===== config.mk =====
export PLATFORM = sky130hd
export DESIGN_NAME = condition_alarm_sequencer_top
export DESIGN_NICKNAME = d
export VERILOG_FILES = /design/src/hw/rtl/cas_pkg.sv /design/src/hw/rtl/cas_core.sv /design/src/hw/rtl/condition_alarm_sequencer_top.sv
export SDC_FILE = /design/constraint.sdc
export NUM_CORES = 1
export LEC_CHECK = 0
export ABC_AREA = 0
export BUFFER_PORTS_ARGS = -buffer_cell sky130_fd_sc_hd__buf_2
export CAP_MARGIN = 15
export CELL_PAD_IN_SITES_DETAIL_PLACEMENT = 1
export CELL_PAD_IN_SITES_GLOBAL_PLACEMENT = 2
export CORE_MARGIN = 2
export CORE_UTILIZATION = 41
export CTS_CLUSTER_SIZE = 10
export DETAILED_ROUTE_END_ITERATION = 8
export GPL_ROUTABILITY_DRIVEN = 0
export PLACE_DENSITY_LB_ADDON = 0.12
export SLEW_MARGIN = 40
export SYNTH_ARGS = -nofsm -noshare
export SYNTH_HDL_FRONTEND = slang
export SYNTH_HIERARCHICAL = 1
export SYNTH_SLANG_ARGS = --single-unit
export TNS_END_PERCENT = 30

===== constraint.sdc =====
create_clock -name clk -period 11.1 [get_ports clk]
set_input_delay 0.555 -clock clk [delete_from_list [all_inputs] [get_ports clk]]
set_output_delay 0.555 -clock clk [all_outputs]
set_load 0.01 [all_outputs]

===== src/hw/rtl/cas_pkg.sv =====
// cas_pkg: shared types, constants and phase timing for the condition alarm sequencer
// used by cas_core and condition_alarm_sequencer_top; no dependencies

package cas_pkg;

  localparam int NUM_COND  = 6;
  localparam int LIMIT_W   = 8;
  localparam int SEQ_W     = 3;
  localparam int SECS_W    = 4;
  localparam int CFG_IDX_W = 3;

  localparam logic [SECS_W-1:0] SECS_MAX      = 4'd15;
  localparam logic [SECS_W-1:0] DUR_WAIT_ONE  = 4'd2;
  localparam logic [SECS_W-1:0] DUR_WAIT      = 4'd3;
  localparam logic [SECS_W-1:0] DUR_BUZZ_LONG = 4'd7;
  localparam logic [SECS_W-1:0] DUR_BUZZ      = 4'd5;
  localparam logic [SECS_W-1:0] DUR_RELAY     = 4'd10;
  localparam logic [SECS_W-1:0] DUR_UNTIMED   = 4'd0;

  localparam logic [SEQ_W-1:0] SEQ_NONE  = 3'd0;
  localparam logic [SEQ_W-1:0] SEQ_ONE   = 3'd1;
  localparam logic [SEQ_W-1:0] SEQ_TWO   = 3'd2;
  localparam logic [SEQ_W-1:0] SEQ_THREE = 3'd3;
  localparam logic [SEQ_W-1:0] SEQ_FOUR  = 3'd4;
  localparam logic [SEQ_W-1:0] SEQ_FIVE  = 3'd5;
  localparam logic [SEQ_W-1:0] SEQ_SIX   = 3'd6;

  localparam logic [LIMIT_W-1:0] LIMIT_RESET = 8'd1;

  typedef enum logic [1:0] {
    PH_IDLE  = 2'd0,
    PH_WAIT  = 2'd1,
    PH_BUZZ  = 2'd2,
    PH_RELAY = 2'd3
  } phase_t;

  typedef logic [NUM_COND-1:0][LIMIT_W-1:0] limit_arr_t;

  typedef struct packed {
    logic [SEQ_W-1:0] active_sequence;
    logic             relay_on;
    logic             buzzer_on;
  } result_t;

  function automatic logic [SECS_W-1:0] phase_duration(input logic [SEQ_W-1:0] seq,
                                                       input phase_t ph);
    logic [SECS_W-1:0] dur;
    dur = DUR_UNTIMED;
    case (ph)
      PH_WAIT: begin
        dur = (seq == SEQ_ONE) ? DUR_WAIT_ONE : DUR_WAIT;
      end
      PH_BUZZ: begin
        if (seq == SEQ_THREE || seq == SEQ_FOUR) dur = DUR_BUZZ;
        else if (seq == SEQ_FIVE || seq == SEQ_SIX) dur = DUR_BUZZ_LONG;
        else dur = DUR_UNTIMED;
      end
      PH_RELAY: begin
        dur = DUR_RELAY;
      end
      default: begin
        dur = DUR_UNTIMED;
      end
    endcase
    return dur;
  endfunction

endpackage


===== src/hw/rtl/cas_core.sv =====
// cas_core: sequencer state (phase, sequence, seconds, repeat counts) and its one-step update
// depends on cas_pkg

module cas_core (
  input  logic                                       clk,
  input  logic                                       rst_n,
  input  logic                                       step_en,
  input  logic [cas_pkg::NUM_COND-1:0]               cond_bits,
  input  logic                                       second_tick,
  input  cas_pkg::limit_arr_t                        limits,
  output cas_pkg::result_t                           result_nxt
);
  import cas_pkg::*;

  phase_t                              phase_r, phase_nxt;
  logic [SEQ_W-1:0]                    seq_r, seq_nxt;
  logic [SECS_W-1:0]                   secs_r, secs_nxt;
  logic [NUM_COND-1:0][LIMIT_W-1:0]    counts_r, counts_nxt;

  logic              found;
  logic [SEQ_W-1:0]  sel_idx;
  logic [SEQ_W-1:0]  own_idx;
  logic              own;
  logic              c2;
  logic [SECS_W-1:0] dur;
  logic [SECS_W-1:0] secs_inc;
  logic              running;

  // priority pick, bit 0 first
  always_comb begin
    found   = 1'b0;
    sel_idx = '0;
    for (int i = NUM_COND - 1; i >= 0; i--) begin
      if (cond_bits[i]) begin
        found   = 1'b1;
        sel_idx = SEQ_W'(i);
      end
    end
  end

  assign running  = (phase_r != PH_IDLE) && (seq_r >= SEQ_ONE) && (seq_r <= SEQ_SIX);
  assign own_idx  = seq_r - SEQ_ONE;
  assign own      = cond_bits[own_idx];
  assign c2       = cond_bits[1];
  assign dur      = phase_duration(seq_r, phase_r);
  assign secs_inc = (second_tick && (secs_r < SECS_MAX)) ? secs_r + 4'd1 : secs_r;

  // next state
  always_comb begin
    phase_nxt  = phase_r;
    seq_nxt    = seq_r;
    secs_nxt   = secs_r;
    counts_nxt = counts_r;
    if (!running) begin
      phase_nxt = PH_IDLE;
      seq_nxt   = SEQ_NONE;
      secs_nxt  = '0;
      if (found && (counts_r[sel_idx] < limits[sel_idx])) begin
        for (int m = 0; m < NUM_COND; m++) begin
          counts_nxt[m] = (SEQ_W'(m) == sel_idx) ? counts_r[m] + 8'd1 : '0;
        end
        seq_nxt   = sel_idx + SEQ_ONE;
        phase_nxt = (seq_nxt == SEQ_TWO) ? PH_BUZZ : PH_WAIT;
      end
    end else if (dur == DUR_UNTIMED) begin
      if (!own) begin
        phase_nxt = PH_IDLE;
        seq_nxt   = SEQ_NONE;
        secs_nxt  = '0;
      end
    end else begin
      secs_nxt = secs_inc;
      if (secs_inc >= dur) begin
        secs_nxt = '0;
        if (phase_r == PH_WAIT) begin
          phase_nxt = PH_BUZZ;
        end else if (phase_r == PH_BUZZ && (seq_r == SEQ_THREE || seq_r == SEQ_FOUR)) begin
          phase_nxt = PH_RELAY;
        end else begin
          phase_nxt = PH_IDLE;
          seq_nxt   = SEQ_NONE;
        end
      end else if (c2 || !own) begin
        secs_nxt = '0;
        if (seq_r == SEQ_ONE) begin
          phase_nxt = PH_BUZZ;
        end else begin
          phase_nxt = PH_IDLE;
          seq_nxt   = SEQ_NONE;
        end
      end
    end
  end

  // outputs after this step
  always_comb begin
    result_nxt.buzzer_on       = (phase_nxt == PH_BUZZ);
    result_nxt.relay_on        = (phase_nxt == PH_RELAY);
    result_nxt.active_sequence = (phase_nxt == PH_IDLE) ? SEQ_NONE : seq_nxt;
  end

  always_ff @(posedge clk) begin
    if (!rst_n) begin
      phase_r  <= PH_IDLE;
      seq_r    <= SEQ_NONE;
      secs_r   <= '0;
      counts_r <= '0;
    end else if (step_en) begin
      phase_r  <= phase_nxt;
      seq_r    <= seq_nxt;
      secs_r   <= secs_nxt;
      counts_r <= counts_nxt;
    end
  end

endmodule


===== src/hw/rtl/condition_alarm_sequencer_top.sv =====
// condition_alarm_sequencer_top: stream wrapper with input register, limit registers and result register
// depends on cas_pkg and cas_core
//
// One transaction in, one transaction out, at one item per clock sustained while out_tready
// is held high. An item lands in the input register, is stepped through the sequencer state
// into the result register and is presented from there; both registers advance whenever the
// result register is empty or being taken. No transaction is accepted while rst_n is low.
// Limits are written through cfg_we, cfg_index and cfg_data; the user must write them only while
// the block is idle, as the block does not enforce this; indexes above five are ignored.

module condition_alarm_sequencer_top (
  input  logic        clk,
  input  logic        rst_n,
  input  logic        in_tvalid,
  output logic        in_tready,
  input  logic [7:0]  in_tdata,   // cond_bits[5:0], second_tick[6], zero[7]
  output logic        out_tvalid,
  input  logic        out_tready,
  output logic [7:0]  out_tdata,  // buzzer_on[0], relay_on[1], active_sequence[4:2], zero[7:5]
  input  logic        cfg_we,
  input  logic [cas_pkg::CFG_IDX_W-1:0] cfg_index,
  input  logic [cas_pkg::LIMIT_W-1:0]   cfg_data
);
  import cas_pkg::*;

  logic                in_valid_r;
  logic [NUM_COND-1:0] cond_r;
  logic                tick_r;
  logic                out_valid_r;
  result_t             result_r;
  result_t             result_nxt;
  limit_arr_t          limits_r;
  logic                out_free;
  logic                step_en;

  assign out_free  = !out_valid_r || out_tready;
  assign step_en   = in_valid_r && out_free;
  assign in_tready = rst_n && (!in_valid_r || out_free);

  always_ff @(posedge clk) begin
    if (!rst_n) begin
      in_valid_r <= 1'b0;
    end else if (in_tready) begin
      in_valid_r <= in_tvalid;
    end
  end

  always_ff @(posedge clk) begin
    if (in_tready && in_tvalid) begin
      cond_r <= in_tdata[NUM_COND-1:0];
      tick_r <= in_tdata[NUM_COND];
    end
  end

  always_ff @(posedge clk) begin
    if (!rst_n) begin
      limits_r <= {NUM_COND{LIMIT_RESET}};
    end else if (cfg_we && (cfg_index < CFG_IDX_W'(NUM_COND))) begin
      limits_r[cfg_index] <= cfg_data;
    end
  end

  cas_core u_core (
    .clk         (clk),
    .rst_n       (rst_n),
    .step_en     (step_en),
    .cond_bits   (cond_r),
    .second_tick (tick_r),
    .limits      (limits_r),
    .result_nxt  (result_nxt)
  );

  always_ff @(posedge clk) begin
    if (!rst_n) begin
      out_valid_r <= 1'b0;
    end else if (out_free) begin
      out_valid_r <= in_valid_r;
    end
  end

  always_ff @(posedge clk) begin
    if (step_en) begin
      result_r <= result_nxt;
    end
  end

  assign out_tvalid = out_valid_r;
  assign out_tdata  = {3'b000, result_r.active_sequence, result_r.relay_on, result_r.buzzer_on};

endmodule


==> out/metrics.yaml <==
cts_inserted_buffers: 17
ctsHtreeMaxLevel: 4
cts_hold_buf: 0
clockBufferDepth: 2
synthArstFlopShare_pct: 0
grt_start_max_net_pins: 90
rows: 46
ys_seq_area_share_pct: 38.1
fill_cells: 1899
final_cells: 983
crit_buf_inv: 3
worstSetupPathType: "flip-flop to flip-flop"
holdPathStages: 1
ys_types: 63
die_h_um: 131
maxCapViolations: 0
grt_pass1_vias: 5712
path_max_fanout: 89
worstHoldPathType: "input pin to flip-flop"
post_cts_buffers: 0
antenna_found_initial: 0
cts_tree: "yes"
setup_violations: 0
period_share_pct: 44.3
fin_setup_tns_ps: 0
fin_area_um2: 7420
final-seq-area_um2: 2500
worstPathRequired_ps: 11450
final_hold_viol_count: 0
max_freq_mhz: 203
area_growth_pct: 13.0
drt_pass1_iterations: 4
drc: 0
fp.dieW_um: 131
cp-start-kind: "flip-flop"
synth_edf_count: 12
clock_latency_ps: 430
synthCells: 747
endpoint_kind: "flip-flop"
max_slew.worst_pin.slew_ps: 773
path_delay_family: "simple AND/OR/NAND/NOR gates"
power_density_nw_per_um2: 147
dieArea_um2: 17000
globalRouteOverflowTotal: 0
nNetsFinal: 806
totalWireLength_um: 18100
dp_cells: 951
grtUsageTotal_pct: 22.3
p_total_mw: 1.09
antenna_left: 0
dp_hpwl_um: 12100
multi_input_area_um2: 3800
leakage_nw: 3.09
synth_flop_cell: "dfxtp_1"
syn_avg_cell_area_um2: 8.79
vias: 5617
yosys_warnings: 6
drt_iter0_markers: 269
viasPerCell: 5.71
grt_pass1_wl_um: 29600
wl_per_cell_um: 18.4
cpMostUsedCell: "nand2_1"
place_area_um2: 6840
peakVddDrop_mv: 0.110
syn_area_um2: 6560
worstRegToRegCells: 15
start_util_pct: 41.6
finClkSkew_ps: 10.3
cts_root_buf: "clkbuf_16"
cts-resized-gates: 0
layout_min_cycle_time_ps: 4920
status: "finished clean"
ys_ff_latch: 119
slew_headroom_pct: 48.4
path_cells: "nor4_1 -> nor2b_2 -> buf_4 -> inv_1 -> nor2_1 -> a31oi_1 -> ha_1 -> nand2_1 -> o21ai_0 -> a2111oi_0 -> nand2_1 -> a21o_2 -> buf_6 -> or4b_1 -> a21oi_1"
crit_path_max_incr_delay_ps: 600
antenna-diode-count: 0
coreArea_um2: 15800
grt_setup_unrepaired: "no"
ios: 34
cp_slowest_cell: "nor2b_2"
drive_above_1_share_pct: 11.1
clock_sinks: 119
crit_arrival_ps: 5270
port_buffers: 29
clk_pin_slew_worst_paths_ps: 60
path_depth: 15
slew_violations: 0
## layout by cell type, fill, tap and decap left out, types with 16 or more instances in the layout
| master | count |
|---|---|
| nor2_1 | 39 |
| nor2b_1 | 16 |
| and3_1 | 25 |
| clkbuf_16 | 17 |
| buf_2 | 28 |
| mux2i_1 | 70 |
| nand2_1 | 102 |
| nand3_1 | 34 |
| a21oi_1 | 36 |
| o21ai_0 | 37 |
| o211ai_1 | 16 |
| dfxtp_1 | 107 |
| ha_1 | 28 |
## layer usage
layer | share of wire, % | vias to the layer above | global-route usage [%]
li1 | - | 2766 | -
met1 | 48 | 2787 | 29.5
met2 | 48 | 51 | 37.3
met3 | 2.4 | 13 | 4.36
met4 | 1.0 | 0 | 6.32
met5 | 0 | - | 0
## metrics by stage
stage | setup WS, ps | utilization (%) | hold WS, ps
after CTS | 6080 | 47.0 | 283
after global placement | 5880 | 43.3 | 442
final | 6180 | 47.0 | 300
after detailed placement | 6100 | 43.4 | 452
after global routing | 5840 | 47.0 | 289
after floorplan | 7240 | - | 434
## worst paths after layout
| path | from | to | slack (ps) |
|---|---|---|---|
| max | cond_r[2]$_DFFE_PP_ | u_core/counts_r[3]$_SDFFE_PN0P_ | 6180 |
| min | in_tdata[3] | cond_r[3]$_DFFE_PP_ | 300 |
| max reg2reg | cond_r[2]$_DFFE_PP_ | u_core/counts_r[3]$_SDFFE_PN0P_ | 6180 |
| min reg2reg | limits_r[29]$_SDFFE_PN0P_ | limits_r[29]$_SDFFE_PN0P_ | 460 |
## layout make-up
| type | instances | area share (%) |
|---|---|---|
| Inverter | 16 | 0.809 |
| Sequential cell | 119 | 33.7 |
| Clock buffer | 18 | 5.78 |
| Timing Repair Buffer | 37 | 2.85 |
| Multi-Input combinational cell | 563 | 51.2 |
| Clock inverter | 14 | 2.01 |
| Tap cell | 216 | 3.64 |
## logic make-up (layout without fill, tap and decap cells)
group	Yosys count	in the layout	synth area share [%]
AND/OR/NAND/NOR	291	291	23.4
AO/OA/AOI/OAI	163	163	16.6
flip-flops	119	119	38.1
multiplexers	76	76	11.9
buffers and inverters	67	85	4.37
adder cells (fa/ha/maj)	28	28	5.34
XOR/XNOR	2	2	0.267
other	1	3	0.0571
## state kept, by name, summed over array words and instances (netlist names)
name             cells
out_tdata            5
u_core/phase_r       2
u_core/secs_r        4
cond_r               6
u_core/seq_r         3
out_tvalid           1
limits_r            48
u_core/counts_r     48
in_valid_r           1
tick_r               1
## synth_stat cells, types with 7 or more instances
cell type / count / area, um^2
a21oi_1: 36 / 180
o21ai_0: 37 / 185
o22ai_1: 7 / 43.8
inv_1: 14 / 52.6
nand2_1: 102 / 383
nor2_1: 39 / 146
ha_1: 28 / 350
dfxtp_1: 107 / 2140
buf_2: 7 / 35.0
a222oi_1: 14 / 140
clkbuf_1: 33 / 124
nand3_1: 34 / 170
mux2i_1: 70 / 701
and2_1: 7 / 43.8
and3_1: 25 / 156
nand2b_1: 7 / 43.8
nand4b_1: 14 / 123
nor2b_1: 17 / 106
o21ai_1: 13 / 65.1
edfxtp_1: 12 / 360
o211ai_1: 16 / 120
## worst register-to-register path, cell delays in order, from the launching register on
cell and delay, ps:
edfxtp_1 500, nor4_1 420, nor2b_2 600, buf_4 320, inv_1 300, nor2_1 210
a31oi_1 90, ha_1 370, nand2_1 70, o21ai_0 80, a2111oi_0 500, nand2_1 130
a21o_2 210, buf_6 240, or4b_1 670, a21oi_1 160
## where the power goes
group / switching, mW / internal, mW / total, mW
logic: 0.0648 / 0.0330 / 0.0978
clock network: 0.215 / 0.331 / 0.546
registers: 0.00693 / 0.443 / 0.450
total: 0.286 / 0.807 / 1.09
(Power assumes the default switching activity.)
